--- config.mk ---
export PLATFORM = sky130hd
export DESIGN_NAME = uart_bootloader_command_parser
export DESIGN_NICKNAME = d
export VERILOG_FILES = /design/src/sv/ubcp_pkg.sv /design/src/sv/ubcp_front.sv /design/src/sv/ubcp_back.sv /design/src/sv/uart_bootloader_command_parser.sv
export SDC_FILE = /design/constraint.sdc
export NUM_CORES = 1
export LEC_CHECK = 0
export ABC_AREA = 1
export ABC_CLOCK_PERIOD_IN_PS = 3200
export BUFFER_PORTS_ARGS = -buffer_cell sky130_fd_sc_hd__buf_4
export CAP_MARGIN = 30
export CORE_UTILIZATION = 35
export DETAILED_ROUTE_END_ITERATION = 10
export PLACE_DENSITY = 0.53
export SLEW_MARGIN = 20
export SYNTH_ARGS = -nofsm -noshare
export SYNTH_HDL_FRONTEND = slang
export SYNTH_SLANG_ARGS = --single-unit
--- constraint.sdc ---
create_clock -name clk -period 3.2 [get_ports clk]
set_clock_uncertainty 0.1 [all_clocks]
set_input_delay 0 -clock clk [delete_from_list [all_inputs] [get_ports clk]]
set_output_delay 0 -clock clk [all_outputs]
set_load 0.02 [all_outputs]
--- src/sv/ubcp_pkg.sv ---
// Shared types and constants for the UART bootloader command parser.
// No dependencies.
`default_nettype none
package ubcp_pkg;
	localparam logic [7:0] C_INIT  = 8'h7F;
	localparam logic [7:0] C_GET   = 8'h00;
	localparam logic [7:0] C_VER   = 8'h01;
	localparam logic [7:0] C_ID    = 8'h02;
	localparam logic [7:0] C_READ  = 8'h11;
	localparam logic [7:0] C_GO    = 8'h21;
	localparam logic [7:0] C_WRITE = 8'h31;
	localparam logic [7:0] C_ERASE = 8'h43;

	localparam logic [1:0] OP_BYTE    = 2'd0;
	localparam logic [1:0] OP_TIMEOUT = 2'd1;
	localparam logic [1:0] OP_FLASH   = 2'd2;
	localparam logic [1:0] OP_SPARE   = 2'd3;

	localparam logic [2:0] K_TX     = 3'd0;
	localparam logic [2:0] K_READ   = 3'd1;
	localparam logic [2:0] K_STAGE  = 3'd2;
	localparam logic [2:0] K_COMMIT = 3'd3;
	localparam logic [2:0] K_ERASE  = 3'd4;
	localparam logic [2:0] K_JUMP   = 3'd5;

	localparam int REG_VERSION = 0;
	localparam int REG_DEVID   = 1;
	localparam int REG_FIRST   = 2;
	localparam int REG_PAGES   = 3;
	localparam int REG_ACK     = 4;
	localparam int REG_NACK    = 5;

	typedef enum logic [10:0] {
		P_IDLE    = 11'b00000000001,
		P_CHECK   = 11'b00000000010,
		P_ADDR    = 11'b00000000100,
		P_RLEN    = 11'b00000001000,
		P_RLENCHK = 11'b00000010000,
		P_RDATA   = 11'b00000100000,
		P_WLEN    = 11'b00001000000,
		P_WDATA   = 11'b00010000000,
		P_WCHK    = 11'b00100000000,
		P_ERASE1  = 11'b01000000000,
		P_ERASE2  = 11'b10000000000
	} phase_t;

	// Reply kinds the back end expands into result words.
	typedef enum logic [10:0] {
		R_BYTE   = 11'b00000000001,
		R_GET    = 11'b00000000010,
		R_VER    = 11'b00000000100,
		R_ID     = 11'b00000001000,
		R_ACKGO  = 11'b00000010000,
		R_ACKRD  = 11'b00000100000,
		R_STAGE  = 11'b00001000000,
		R_COMMIT = 11'b00010000000,
		R_ERASE  = 11'b00100000000,
		R_ACK    = 11'b01000000000,
		R_NACK   = 11'b10000000000
	} job_kind_t;

	typedef struct packed {
		job_kind_t   kind;
		logic [7:0]  data;
		logic [15:0] addr;
		logic [10:0] cnt;
	} job_t;
endpackage
`default_nettype wire

--- src/sv/ubcp_front.sv ---
// Front end: accepts input words, runs the protocol state machine, queues jobs.
// Depends on ubcp_pkg.
`default_nettype none
module ubcp_front #(
	parameter int MAX_CHUNK = 256,
	parameter int ADDR_BITS = 16
) (
	input  wire logic           clk,
	input  wire logic           arst_n,
	input  wire logic           in_valid,
	output logic                in_stall,
	input  wire logic [1:0]     op,
	input  wire logic [7:0]     in_byte,
	input  wire logic [10:0]    first_erase_page,
	input  wire logic [10:0]    flash_page_count,
	output logic                job_valid,
	input  wire logic           job_stall,
	output ubcp_pkg::job_t      job
);
	localparam int AB = (ADDR_BITS >= 16) ? 16 : ADDR_BITS;
	localparam logic [15:0] AMASK = (AB >= 16) ? 16'hFFFF : 16'((32'd1 << AB) - 32'd1);
	localparam logic [9:0] CHUNK = 10'(MAX_CHUNK);

	ubcp_pkg::phase_t phase_q;
	logic [7:0]  cmd_q, xor_q, len_q;
	logic [15:0] addr_q;
	logic [2:0]  fc_q;
	logic [8:0]  bc_q;

	logic        jv_q;
	ubcp_pkg::job_t jb_q;

	logic        emit;
	ubcp_pkg::job_t nj;
	ubcp_pkg::phase_t nphase;
	logic [8:0]  bc_inc;
	logic        acc;

	assign in_stall  = jv_q && job_stall;
	assign acc       = in_valid && !in_stall;
	assign job_valid = jv_q;
	assign job       = jb_q;
	assign bc_inc    = bc_q + 9'd1;

	always_comb begin
		emit   = 1'b0;
		nj     = '{kind: ubcp_pkg::R_NACK, data: in_byte, addr: 16'd0, cnt: 11'd0};
		nphase = phase_q;
		if (phase_q == ubcp_pkg::P_RDATA) begin
			if (op == ubcp_pkg::OP_FLASH) begin
				emit = 1'b1;
				nj.kind = ubcp_pkg::R_BYTE;
				if (bc_inc > {1'b0, len_q}) nphase = ubcp_pkg::P_IDLE;
			end
		end else if (op[1]) begin
		end else if (phase_q == ubcp_pkg::P_IDLE) begin
			if (op == ubcp_pkg::OP_BYTE) begin
				if (in_byte == ubcp_pkg::C_INIT) begin
					emit = 1'b1;
					nj.kind = ubcp_pkg::R_ACK;
				end else nphase = ubcp_pkg::P_CHECK;
			end
		end else if (op == ubcp_pkg::OP_TIMEOUT) begin
			emit = 1'b1;
			nphase = ubcp_pkg::P_IDLE;
		end else begin
			case (phase_q)
				ubcp_pkg::P_CHECK: begin
					emit = 1'b1;
					nphase = ubcp_pkg::P_IDLE;
					if (in_byte == ~cmd_q) begin
						case (cmd_q)
							ubcp_pkg::C_GET: nj.kind = ubcp_pkg::R_GET;
							ubcp_pkg::C_VER: nj.kind = ubcp_pkg::R_VER;
							ubcp_pkg::C_ID:  nj.kind = ubcp_pkg::R_ID;
							ubcp_pkg::C_READ, ubcp_pkg::C_GO, ubcp_pkg::C_WRITE: begin
								nj.kind = ubcp_pkg::R_ACK;
								nphase = ubcp_pkg::P_ADDR;
							end
							ubcp_pkg::C_ERASE: begin
								nj.kind = ubcp_pkg::R_ACK;
								nphase = ubcp_pkg::P_ERASE1;
							end
							default: nj.kind = ubcp_pkg::R_NACK;
						endcase
					end
				end
				ubcp_pkg::P_ADDR: begin
					if (fc_q[2]) begin
						emit = 1'b1;
						nphase = ubcp_pkg::P_IDLE;
						if (in_byte == xor_q) begin
							nj.addr = addr_q & AMASK;
							if (cmd_q == ubcp_pkg::C_READ) begin
								nj.kind = ubcp_pkg::R_ACK;
								nphase = ubcp_pkg::P_RLEN;
							end else if (cmd_q == ubcp_pkg::C_WRITE) begin
								nj.kind = ubcp_pkg::R_ACK;
								nphase = ubcp_pkg::P_WLEN;
							end else nj.kind = ubcp_pkg::R_ACKGO;
						end
					end
				end
				ubcp_pkg::P_RLEN: nphase = ubcp_pkg::P_RLENCHK;
				ubcp_pkg::P_RLENCHK: begin
					emit = 1'b1;
					nphase = ubcp_pkg::P_IDLE;
					if (in_byte == ~len_q && ({2'b0, len_q} + 10'd1) <= CHUNK) begin
						nj.kind = ubcp_pkg::R_ACKRD;
						nj.addr = addr_q;
						nj.cnt  = {3'b0, len_q} + 11'd1;
						nphase  = ubcp_pkg::P_RDATA;
					end
				end
				ubcp_pkg::P_WLEN: begin
					if (({2'b0, in_byte} + 10'd1) > CHUNK) begin
						emit = 1'b1;
						nphase = ubcp_pkg::P_IDLE;
					end else nphase = ubcp_pkg::P_WDATA;
				end
				ubcp_pkg::P_WDATA: begin
					emit = 1'b1;
					nj.kind = ubcp_pkg::R_STAGE;
					nj.addr = {7'b0, bc_q};
					if (bc_inc > {1'b0, len_q}) nphase = ubcp_pkg::P_WCHK;
				end
				ubcp_pkg::P_WCHK: begin
					emit = 1'b1;
					nphase = ubcp_pkg::P_IDLE;
					if (in_byte == xor_q) begin
						nj.kind = ubcp_pkg::R_COMMIT;
						nj.addr = addr_q;
						nj.cnt  = {3'b0, len_q} + 11'd1;
					end
				end
				ubcp_pkg::P_ERASE1: begin
					if (in_byte == 8'hFF) nphase = ubcp_pkg::P_ERASE2;
					else begin
						emit = 1'b1;
						nphase = ubcp_pkg::P_IDLE;
					end
				end
				ubcp_pkg::P_ERASE2: begin
					emit = 1'b1;
					nphase = ubcp_pkg::P_IDLE;
					if (in_byte == 8'h00) begin
						nj.kind = ubcp_pkg::R_ERASE;
						nj.addr = {5'b0, first_erase_page};
						nj.cnt  = (flash_page_count > first_erase_page) ?
							flash_page_count - first_erase_page : 11'd0;
					end
				end
				default: nphase = ubcp_pkg::P_IDLE;
			endcase
		end
	end

	always_ff @(posedge clk or negedge arst_n) begin
		if (!arst_n) begin
			phase_q <= ubcp_pkg::P_IDLE;
			cmd_q <= '0; xor_q <= '0; len_q <= '0; addr_q <= '0;
			fc_q <= '0; bc_q <= '0; jv_q <= 1'b0;
			jb_q <= '{kind: ubcp_pkg::R_NACK, data: '0, addr: '0, cnt: '0};
		end else begin
			jv_q <= (acc && emit) || (jv_q && job_stall);
			if (acc) begin
				phase_q <= nphase;
				if (emit) jb_q <= nj;
				if (phase_q == ubcp_pkg::P_RDATA) begin
					if (op == ubcp_pkg::OP_FLASH) bc_q <= bc_inc;
				end else if (!op[1] && op == ubcp_pkg::OP_BYTE) begin
					case (phase_q)
						ubcp_pkg::P_IDLE: if (in_byte != ubcp_pkg::C_INIT) cmd_q <= in_byte;
						ubcp_pkg::P_CHECK: begin
							fc_q <= '0; xor_q <= '0; addr_q <= '0;
						end
						ubcp_pkg::P_ADDR: begin
							if (!fc_q[2]) begin
								xor_q <= xor_q ^ in_byte;
								if (fc_q[1]) addr_q <= {addr_q[7:0], in_byte};
								fc_q <= fc_q + 3'd1;
							end else if (in_byte == xor_q) addr_q <= addr_q & AMASK;
						end
						ubcp_pkg::P_RLEN: len_q <= in_byte;
						ubcp_pkg::P_RLENCHK: bc_q <= '0;
						ubcp_pkg::P_WLEN: if (nphase == ubcp_pkg::P_WDATA) begin
							len_q <= in_byte; xor_q <= in_byte; bc_q <= '0;
						end
						ubcp_pkg::P_WDATA: begin
							xor_q <= xor_q ^ in_byte;
							bc_q <= bc_inc;
						end
						default: ;
					endcase
				end
			end
		end
	end

	a_hold: assert property (@(posedge clk) disable iff (!arst_n)
		jv_q && job_stall |=> jv_q && $stable(jb_q)) else $error("job dropped");
	a_fc: assert property (@(posedge clk) disable iff (!arst_n)
		fc_q <= 3'd4) else $error("field counter overrun");
	a_rdata: assert property (@(posedge clk) disable iff (!arst_n)
		phase_q == ubcp_pkg::P_RDATA |-> {1'b0, len_q} >= bc_q) else $error("read overrun");
endmodule
`default_nettype wire

--- src/sv/ubcp_back.sv ---
// Back end: expands queued jobs into result words through an output register.
// Depends on ubcp_pkg.
`default_nettype none
module ubcp_back (
	input  wire logic           clk,
	input  wire logic           arst_n,
	input  wire logic           job_valid,
	output logic                job_stall,
	input  ubcp_pkg::job_t      job,
	input  wire logic [7:0]     version_byte,
	input  wire logic [15:0]    device_id,
	input  wire logic [7:0]     ack_byte,
	input  wire logic [7:0]     nack_byte,
	output logic                out_valid,
	input  wire logic           out_stall,
	output logic [2:0]          kind,
	output logic [7:0]          out_byte,
	output logic [15:0]         address,
	output logic [10:0]         count,
	output logic                last
);
	logic        busy_q;
	ubcp_pkg::job_t cur_q;
	logic [3:0]  idx_q;
	logic        ov_q;
	logic [2:0]  k_q;
	logic [7:0]  b_q;
	logic [15:0] a_q;
	logic [10:0] c_q;
	logic        l_q;

	logic [2:0]  wk;
	logic [7:0]  wb;
	logic [15:0] wa;
	logic [10:0] wc;
	logic        wl;
	logic        take, adv;

	assign adv       = busy_q && (!ov_q || !out_stall);
	assign job_stall = busy_q;
	assign take      = job_valid && !busy_q;
	assign out_valid = ov_q;
	assign kind = k_q; assign out_byte = b_q; assign address = a_q;
	assign count = c_q; assign last = l_q;

	always_comb begin
		wk = ubcp_pkg::K_TX; wb = ack_byte; wa = '0; wc = '0; wl = 1'b1;
		case (cur_q.kind)
			ubcp_pkg::R_BYTE: wb = cur_q.data;
			ubcp_pkg::R_ACK: wb = ack_byte;
			ubcp_pkg::R_NACK: wb = nack_byte;
			ubcp_pkg::R_GET: begin
				wl = (idx_q == 4'd10);
				case (idx_q)
					4'd1: wb = 8'd7;
					4'd2: wb = version_byte;
					4'd3: wb = ubcp_pkg::C_GET;
					4'd4: wb = ubcp_pkg::C_VER;
					4'd5: wb = ubcp_pkg::C_ID;
					4'd6: wb = ubcp_pkg::C_READ;
					4'd7: wb = ubcp_pkg::C_GO;
					4'd8: wb = ubcp_pkg::C_WRITE;
					4'd9: wb = ubcp_pkg::C_ERASE;
					default: wb = ack_byte;
				endcase
			end
			ubcp_pkg::R_VER: begin
				wl = (idx_q == 4'd4);
				case (idx_q)
					4'd1: wb = version_byte;
					4'd2, 4'd3: wb = 8'd0;
					default: wb = ack_byte;
				endcase
			end
			ubcp_pkg::R_ID: begin
				wl = (idx_q == 4'd4);
				case (idx_q)
					4'd1: wb = 8'd1;
					4'd2: wb = device_id[15:8];
					4'd3: wb = device_id[7:0];
					default: wb = ack_byte;
				endcase
			end
			ubcp_pkg::R_ACKGO, ubcp_pkg::R_ACKRD: begin
				wl = (idx_q == 4'd1);
				if (idx_q == 4'd1) begin
					wk = (cur_q.kind == ubcp_pkg::R_ACKGO) ? ubcp_pkg::K_JUMP : ubcp_pkg::K_READ;
					wb = '0; wa = cur_q.addr; wc = cur_q.cnt;
				end
			end
			ubcp_pkg::R_STAGE: begin
				wk = ubcp_pkg::K_STAGE; wb = cur_q.data; wa = cur_q.addr;
			end
			ubcp_pkg::R_COMMIT, ubcp_pkg::R_ERASE: begin
				wl = (idx_q == 4'd1);
				if (idx_q == 4'd0) begin
					wk = (cur_q.kind == ubcp_pkg::R_COMMIT) ? ubcp_pkg::K_COMMIT : ubcp_pkg::K_ERASE;
					wb = '0; wa = cur_q.addr; wc = cur_q.cnt;
				end
			end
			default: wb = nack_byte;
		endcase
	end

	always_ff @(posedge clk or negedge arst_n) begin
		if (!arst_n) begin
			busy_q <= 1'b0; ov_q <= 1'b0; idx_q <= '0;
			cur_q <= '{kind: ubcp_pkg::R_NACK, data: '0, addr: '0, cnt: '0};
			k_q <= ubcp_pkg::K_TX; b_q <= '0; a_q <= '0; c_q <= '0; l_q <= 1'b0;
		end else begin
			ov_q <= adv || (ov_q && out_stall);
			if (take) begin
				busy_q <= 1'b1; cur_q <= job; idx_q <= '0;
			end else if (adv) begin
				k_q <= wk; b_q <= wb; a_q <= wa; c_q <= wc; l_q <= wl;
				idx_q <= idx_q + 4'd1;
				if (wl) busy_q <= 1'b0;
			end
		end
	end

	a_out_hold: assert property (@(posedge clk) disable iff (!arst_n)
		ov_q && out_stall |=> ov_q && $stable(b_q) && $stable(l_q)) else $error("word lost");
	a_idx: assert property (@(posedge clk) disable iff (!arst_n)
		idx_q <= 4'd11) else $error("index overrun");
	a_take: assert property (@(posedge clk) disable iff (!arst_n)
		take |=> busy_q && idx_q == 4'd0) else $error("job not loaded");
endmodule
`default_nettype wire

--- src/sv/uart_bootloader_command_parser.sv ---
// Top level of the UART bootloader command parser.
// Depends on ubcp_pkg, ubcp_front and ubcp_back.
// The front state machine takes each input word and parks at most one job in a register
// toward the back end. The back end loads a job from that register only once it has
// emitted the last word of the previous job, and then, while the output is not stalled,
// emits its result words one per cycle through an output register. A job expands into
// one to eleven result words, eleven for a get command. The input stalls only while the
// job register holds a job the back end has not yet loaded; output stalls hold the back
// end in place.
`default_nettype none
module uart_bootloader_command_parser #(
	parameter int MAX_CHUNK = 256,
	parameter int ADDR_BITS = 16
) (
	input  wire logic        clk,
	input  wire logic        arst_n,
	input  wire logic        in_valid,
	output logic             in_stall,
	input  wire logic [1:0]  op,
	input  wire logic [7:0]  in_byte,
	output logic             out_valid,
	input  wire logic        out_stall,
	output logic [2:0]       kind,
	output logic [7:0]       out_byte,
	output logic [15:0]      address,
	output logic [10:0]      count,
	output logic             last,
	input  wire logic        cfg_we,
	input  wire logic [2:0]  cfg_index,
	input  wire logic [15:0] cfg_data
);
	logic [7:0]  ver_q, ack_q, nack_q;
	logic [15:0] id_q;
	logic [10:0] first_q, pages_q;
	logic        jv, js;
	ubcp_pkg::job_t jb;

	always_ff @(posedge clk or negedge arst_n) begin
		if (!arst_n) begin
			ver_q <= 8'd16; id_q <= '0; first_q <= '0; pages_q <= '0;
			ack_q <= 8'd121; nack_q <= 8'd31;
		end else if (cfg_we) begin
			case (int'(cfg_index))
				ubcp_pkg::REG_VERSION: ver_q <= cfg_data[7:0];
				ubcp_pkg::REG_DEVID:   id_q <= cfg_data;
				ubcp_pkg::REG_FIRST:   first_q <= cfg_data[10:0];
				ubcp_pkg::REG_PAGES:   pages_q <= cfg_data[10:0];
				ubcp_pkg::REG_ACK:     ack_q <= cfg_data[7:0];
				ubcp_pkg::REG_NACK:    nack_q <= cfg_data[7:0];
				default: ;
			endcase
		end
	end

	ubcp_front #(.MAX_CHUNK(MAX_CHUNK), .ADDR_BITS(ADDR_BITS)) u_front (
		.clk, .arst_n, .in_valid, .in_stall, .op, .in_byte,
		.first_erase_page(first_q), .flash_page_count(pages_q),
		.job_valid(jv), .job_stall(js), .job(jb)
	);

	ubcp_back u_back (
		.clk, .arst_n, .job_valid(jv), .job_stall(js), .job(jb),
		.version_byte(ver_q), .device_id(id_q), .ack_byte(ack_q), .nack_byte(nack_q),
		.out_valid, .out_stall, .kind, .out_byte, .address, .count, .last
	);
endmodule
`default_nettype wire

* Word-level counts from Yosys, hierarchy flattened *
Cells that the tools add are included.

word-level totals
  register bits = 263
  logic and storage cells = 252
  input port bits = 34
  output and inout port bits = 41

operators by class
  magnitude comparators = 4
  equal/unequal tests = 56
  $add $sub $neg = 7
  bitwise operators = 5
  mux-type cells = 96
  reduce and logical (&&, ||, !) cells = 53

operator list
  cell                                              count
  2-to-1 mux 11 bit                                 30
  2-to-1 mux 27 bit                                 6
  2-to-1 mux 16 bit                                 6
  case mux 16 bit (5 select lines)                  1
  case mux 11 bit (7 select lines)                  1
  case mux 8 bit (9 select lines)                   1
  case mux 11 bit (6 select lines)                  1
  case mux 8 bit (7 select lines)                   1
  case mux 16 bit (3 select lines)                  1
  case mux 11 bit (4 select lines)                  1
  2-to-1 mux 8 bit                                  5
  2-to-1 mux 9 bit                                  4
  == test 11 x 8 -> 1 bit (second input constant)   3
  case mux 11 bit (3 select lines)                  1
  case mux 16 bit (2 select lines)                  1
  case mux 8 bit (2 select lines)                   2
  case mux 8 bit (4 select lines)                   1
  adder 8 x 1 -> 9 bit (second input constant)      3
  case mux 9 bit (3 select lines)                   1
  == test 8 bit                                     3
  case mux 8 bit (3 select lines)                   1
  == test 11 x 1 -> 1 bit (second input constant)   2
  == test 11 x 10 -> 1 bit (second input constant)  2
  == test 11 x 2 -> 1 bit (second input constant)   2
  67 further kinds                                  141

* Depth between registers and ports, before layout *
  depth in word-level cells = 15
  mapped depth = 25
  mapped depth without buffers = 25

* Modules after synthesis *
A second synthesis with hierarchy kept.

second synthesis, totals
  cells, all modules = 1,927
  area, all modules = 14,410.1 µm²

by module, submodules not included
  module                          seq. area each (µm²)  times used  cells each  area each (µm²)
  ubcp_front                      2,755.1               1           960         7,011.7
  ubcp_back                       2,278.4               1           686         4,903.5
  uart_bootloader_command_parser  1,565.3               1           281         2,494.9

* Worst setup path before layout *
OpenSTA, ideal clock, no wires.

  path type = register -> register
  start = register u_front.bc_q[2]
  end = register u_front.bc_q[7]
  path buffers = 0
  arrival time = 2,584 ps
  setup time = 119 ps
  required time = 2,981 ps
  period minus slack after synthesis = 2,803 ps
  slack = 397 ps
  stages on the path, launching flop included = 22
  cells stage by stage = dfrtp_1 > inv_1 > nor3_1 > nand2_1 > nor3_1 > xnor2_1 > inv_1 > ha_1 > nand4_1 > or2_1 > nand2_1 > nand2_1 > nand2_1 > nand2_1 > nand2_1 > inv_1 > nor2_1 > nand3_2 > nand2_4 > nand2_4 > nand2_1 > nand2_1

between the ends
  cells in the longest elaborated chain, start to end = 11
  elaborated cells between the ends (all ways) = 17
  those cells by class = add/sub (1); order compare (1); eq/ne (2); mux (12); reduce/logical (1)

ends and longest elaborated chain
  element                           RTL line                             source
  start: declaration                ubcp_front.sv:28                     logic [8:0] bc_q;
  start signal: assignment          ubcp_front.sv:170                    if (op == ubcp_pkg::OP_FLASH) bc_q <= bc_inc;
  start signal: assignment          ubcp_front.sv:191                    bc_q <= bc_inc;
  adder 9 x 1 -> 9 bit (*)          ubcp_front.sv:43                     assign bc_inc = bc_q + 9'd1;
  > comparator 9 x 8 -> 1 bit       ubcp_front.sv:53, ubcp_front.sv:125
  2-to-1 mux 11 bit                 ubcp_front.sv:125                    if (bc_inc > {1'b0, len_q}) nphase = ubcp_pkg::P_WCHK;
  case mux 11 bit (7 select lines)  ubcp_front.sv:67                     case (phase_q)
  2-to-1 mux 11 bit                 ubcp_front.sv:63                     end else if (op == ubcp_pkg::OP_TIMEOUT) begin
  2-to-1 mux 11 bit                 ubcp_front.sv:56                     end else if (phase_q == ubcp_pkg::P_IDLE) begin
  2-to-1 mux 11 bit                 ubcp_front.sv:55                     end else if (op[1]) begin
  2-to-1 mux 11 bit                 ubcp_front.sv:49                     if (phase_q == ubcp_pkg::P_RDATA) begin
  == test 11 x 8 -> 1 bit           ubcp_front.sv:186                    ubcp_pkg::P_WLEN: if (nphase == ubcp_pkg::P_WDATA) begin
  != test 3 x 1 -> 1 bit (no line)  --
  AND reduction 5 bit (no line)     --

Mark *: on every way between the ends. The rest lies on a longest branch, timed or not. The select of a mux whose other input is x is not followed.
A chain may end at the register's enable or synchronous reset.

* Final worst setup path *
  start = register u_front.bc_q[0]
  end = register u_front.bc_q[0]

The elaborated chain is that of the path after synthesis.

==> metrics.md <==
| Metric | Value |
|---|---|
| Clk network pwr share | `approximately 32%` |
| Die footprint | `around 39000 sq um` |
| Largest net degree at the start of global routing | `between 80 and 90` |
| Comb power frac | `27.3%` |
| Total grt overflow | `0` |
| DRT Pass-1 Iters | `7` |
| Synth Flop Type | `dfrtp_1` |
| Distinct cell type count after synthesis | `57` |
| Fmax | `between 0.3 and 0.4 GHz` |
| Initial drt markers | `a little under 800` |
| Critical path capture point type | `flip-flop` |
| Most instantiated cells after synthesis | `436 x nand2_1, 249 x dfrtp_1, 217 x o21ai_0` |
| Clock Tree Buf Depth | `3` |
| Most instantiated library cell after synthesis | `nand2_1` |
| Synth area leader | `dfrtp_1` |
| Dpl hpwl | `28.98 mm` |
| Clk sinks | `~260` |
| Slew margin rel. | `between 30% and 40%` |
| N_diodes | `0` |
| Metal2 WL | `roughly 18 mm` |
| Sw Ratio | `about 36%` |
| Hold WS | `just under 0.07 ns` |
| YS warnings | `0` |
| IO Pins | `75` |
| Met3 routed WL | `between 1.5 and 2 mm` |
| Seq/Total Area, Yosys | `48.83%` |
| First-pass GRT wire length | `about 64 mm` |
| CP Launch Type | `flip-flop` |
| Final-report max-slew violation count | `0` |
| Worst setup margin | `0.2371 ns` |
| Crit path time final | `2.963 ns` |
| Mapped Nets | `around 1700` |
| MaxCap Viol Count | `0` |
| RD Place Congestion | `about 0.9` |
| Pint | `0.007174 W` |
| Power per Cell Area | `a little under 700 nW/um^2` |
| Rows | `71` |
| Clock Tree Root | `clkbuf_16` |
| Syn Inst Count | `between 1500 and 2000` |
| Area of the multi-input gates | `5871 sq um` |
| Seq. cell area | `approximately 6600 sq um` |
| Area Overhead vs Synth | `20.07%` |
| Hold WC Path Type | `primary input to flip-flop` |
| CP required | `around 3.6 ns` |
| DRC | `0` |
| Sw Pwr | `a little under 0.004 W` |
| Worst-path fanout max | `9` |
| Worst EP arrival | `roughly 3.3 ns` |
| Met1 WL | `19.16 mm` |
| Fillers | `3929` |
| Number of routed nets with antenna violations | `0` |
| Worst slack at placement | `just over 0.008 ns` |
| Die height | `198.5 um` |
| Final net count | `1861` |
| Ys async rst share | `100.0%` |
| Final count of negative-setup-slack endpoints | `0` |
| CTS tree | `yes` |
| Wire per inst | `approximately 17 um` |
| Width of the die | `~200 um` |
| CTS H-Tree Depth | `1` |
| Vias in the first global route | `between 10000 and 15000` |
| Fin. Hold Viols | `0` |
| Avg Inst Size Synth | `8.043 sq um` |
| Period utilization | `92.59%` |
| Core area | `roughly 38000 sq um` |
| Share of cells above drive strength 1 | `~13%` |
| Vias per inst | `~5` |
| Total Routing Usage GR | `approximately a fifth` |
| Initial Utilization | `a little over a third` |
| EDFF count, synth | `0` |
| Port Buf Inserts | `74` |
| Synthesized flop and latch total | `roughly 260` |
| Worst vdd ir | `around 0.00042 V` |
| Critical path type | `flip-flop to flip-flop` |
| Via count | `between 10000 and 15000` |
| Top sig layer | `met4` |
| Worst slew pin tran | `~0.92 ns` |
| Cell Area, Synth | `13510 sq um` |
| Detailed Route WL | `about 40 mm` |
| Worst-Skew Late Latency | `a little under 0.6 ns` |
| Initial antenna violation count | `0` |
| Clock Pin Slew Worst Setup and Hold Paths | `0.06 ns` |
| Leading post-synthesis cells by cell area | `dfrtp_1 46%, nand2_1 12%, o21ai_0 8.0%` |
| Flop pwr share | `40.5%` |
| Status | `finished clean` |
| Leakage | `between 7 and 8 nW` |
| TritonCTS buffer count | `31` |
| Post-synth top area share | `a little under half` |
## worst paths after layout
kind | start | to | slack (ns) | depth (start not counted)
min in group asynchronous | arst_n | u_back.cur_q[45]$_DFFE_PN1P_ | 0.44 | 3
max reg2reg | u_front.bc_q[0]$_DFFE_PN0P_ | u_front.bc_q[0]$_DFFE_PN0P_ | 0.24 | 21
max | u_front.bc_q[0]$_DFFE_PN0P_ | u_front.bc_q[0]$_DFFE_PN0P_ | 0.24 | 21
max in group asynchronous | arst_n | nack_q[0]$_DFFE_PN1P_ | 2.05 | 4
min reg2reg | u_back.count[9]$_DFFE_PN0P_ | u_back.count[9]$_DFFE_PN0P_ | 0.38 | 2
min | out_stall | u_back.out_valid$_DFF_PN0_ | 0.07 | 4
## layer usage
metal	track usage, %	vias up
met2	33.29	267
met3	2.475	64
met1	29.98	5596
li1	-	5803
met5	0	-
met4	5.726	0
## worst max-delay path: stages (launching register included)
cell and delay, ns:
dfrtp_1 0.39, ha_2 0.22, nand3_2 0.13, xor2_1 0.19
ha_1 0.30, nand2_1 0.08, nor2_2 0.10, nand2_1 0.06
nand3_1 0.07, nand2_1 0.05, nand2_1 0.05, nand2_1 0.04
nand2_1 0.08, nand4_1 0.17, nand2_1 0.14, nand3b_1 0.10
nor2_2 0.14, nand3_2 0.09, nand2_4 0.12, nand2_4 0.10
nand2_1 0.08, nand2_1 0.05
## power groups by stage
| stage | registers [W] | clock network (W) | logic (W) |
|---|---|---|---|
| 2_1_floorplan | 0.00445 | 0 | 0.00207 |
| 3_3_place_gp | 0.00453 | 0 | 0.00295 |
| 3_5_place_dp | 0.00454 | 0 | 0.00298 |
| 4_1_cts | 0.00449 | 0.00369 | 0.00304 |
| 5_1_grt | 0.00458 | 0.00382 | 0.00348 |
| 6_report | 0.00450 | 0.00359 | 0.00303 |
## cell families after synthesis
group	count (synthesis)	share of synthesized area [%]
adder cells (fa/ha/maj)	27	2.556
XOR/XNOR	15	0.9722
flip-flops	263	48.83
multiplexers	7	0.5834
buffers and inverters	281	8.065
AND/OR/NAND/NOR	703	22.43
AO/OA/AOI/OAI	384	16.57
## cell type report
cell class	instances	share of cell area, %
well taps	511	3.940
repair buffers	140	7.480
inverters	228	5.305
flip-flops and latches	263	40.67
clock buffers	50	5.776
clock inverters	8	0.6477
multi-input cells	1136	36.18
## flip-flops by register name, summed over array words and instances (netlist names), 9 cells and up
signal           count
u_front.phase_q     11
u_back.count        11
u_front.bc_q         9
id_q                16
u_back.address      16
pages_q             11
u_front.job         46
first_q             11
u_front.addr_q      16
u_back.cur_q        46
## layout by cell type, fill, tap and decap left out, types with 5 or more instances in the layout
| cell | Yosys | layout |
|---|---|---|
| o21ai_0 | 217 | 216 |
| o211ai_1 | 12 | 12 |
| a31oi_1 | 5 | 5 |
| clkbuf_16 | 0 | 31 |
| nor2_4 | 5 | 5 |
| clkinv_1 | 6 | 6 |
| clkbuf_8 | 0 | 9 |
| nand3_1 | 65 | 64 |
| clkbuf_1 | 39 | 10 |
| o22ai_1 | 24 | 24 |
| inv_2 | 12 | 12 |
| a32o_1 | 19 | 19 |
| buf_4 | 3 | 100 |
| nor3_1 | 23 | 20 |
| xor2_1 | 11 | 11 |
| dlygate4sd3_1 | 0 | 34 |
| nor2_2 | 10 | 11 |
| o31ai_1 | 12 | 12 |
| nand2_2 | 8 | 10 |
| clkinv_2 | 0 | 5 |
| dfstp_2 | 14 | 14 |
| nand4_1 | 32 | 32 |
| inv_1 | 209 | 209 |
| nand2_1 | 436 | 434 |
| a21oi_1 | 58 | 57 |
| nor2_1 | 104 | 103 |
| dfrtp_1 | 249 | 249 |
| o21ai_1 | 8 | 9 |
| mux2_2 | 7 | 7 |
| ha_1 | 26 | 25 |
## what timing repair did
| item | in CTS | in global routing |
|---|---|---|
| hold buffers | 35 | 0 |
| pin swaps | 0 | 4 |
| hold endpoints to repair | 386 | 0 |
| resized for setup | 1 | 9 |
| setup endpoints to repair | 2 | 9 |
| setup buffers | 0 | 3 |
## per-stage QoR
| step | total power, W | utilization, % | instance area, sq um | cells | TNS (ns) |
|---|---|---|---|---|---|
| CTS | 0.01122 | 42.69 | 16160 | 2333 | 0 |
| global placement | 0.007481 | 38.95 | 14740 | 2240 | 0 |
| finish | 0.01112 | 42.88 | 16230 | 2336 | 0 |
| detailed placement | 0.007525 | 38.95 | 14740 | 2240 | 0 |
| floorplan | 0.006514 | - | 13510 | 1680 | 0 |
| global route | 0.01188 | 42.88 | 16230 | 2336 | -0.04205 |
No activity file was read; power rests on OpenSTA's default activity.
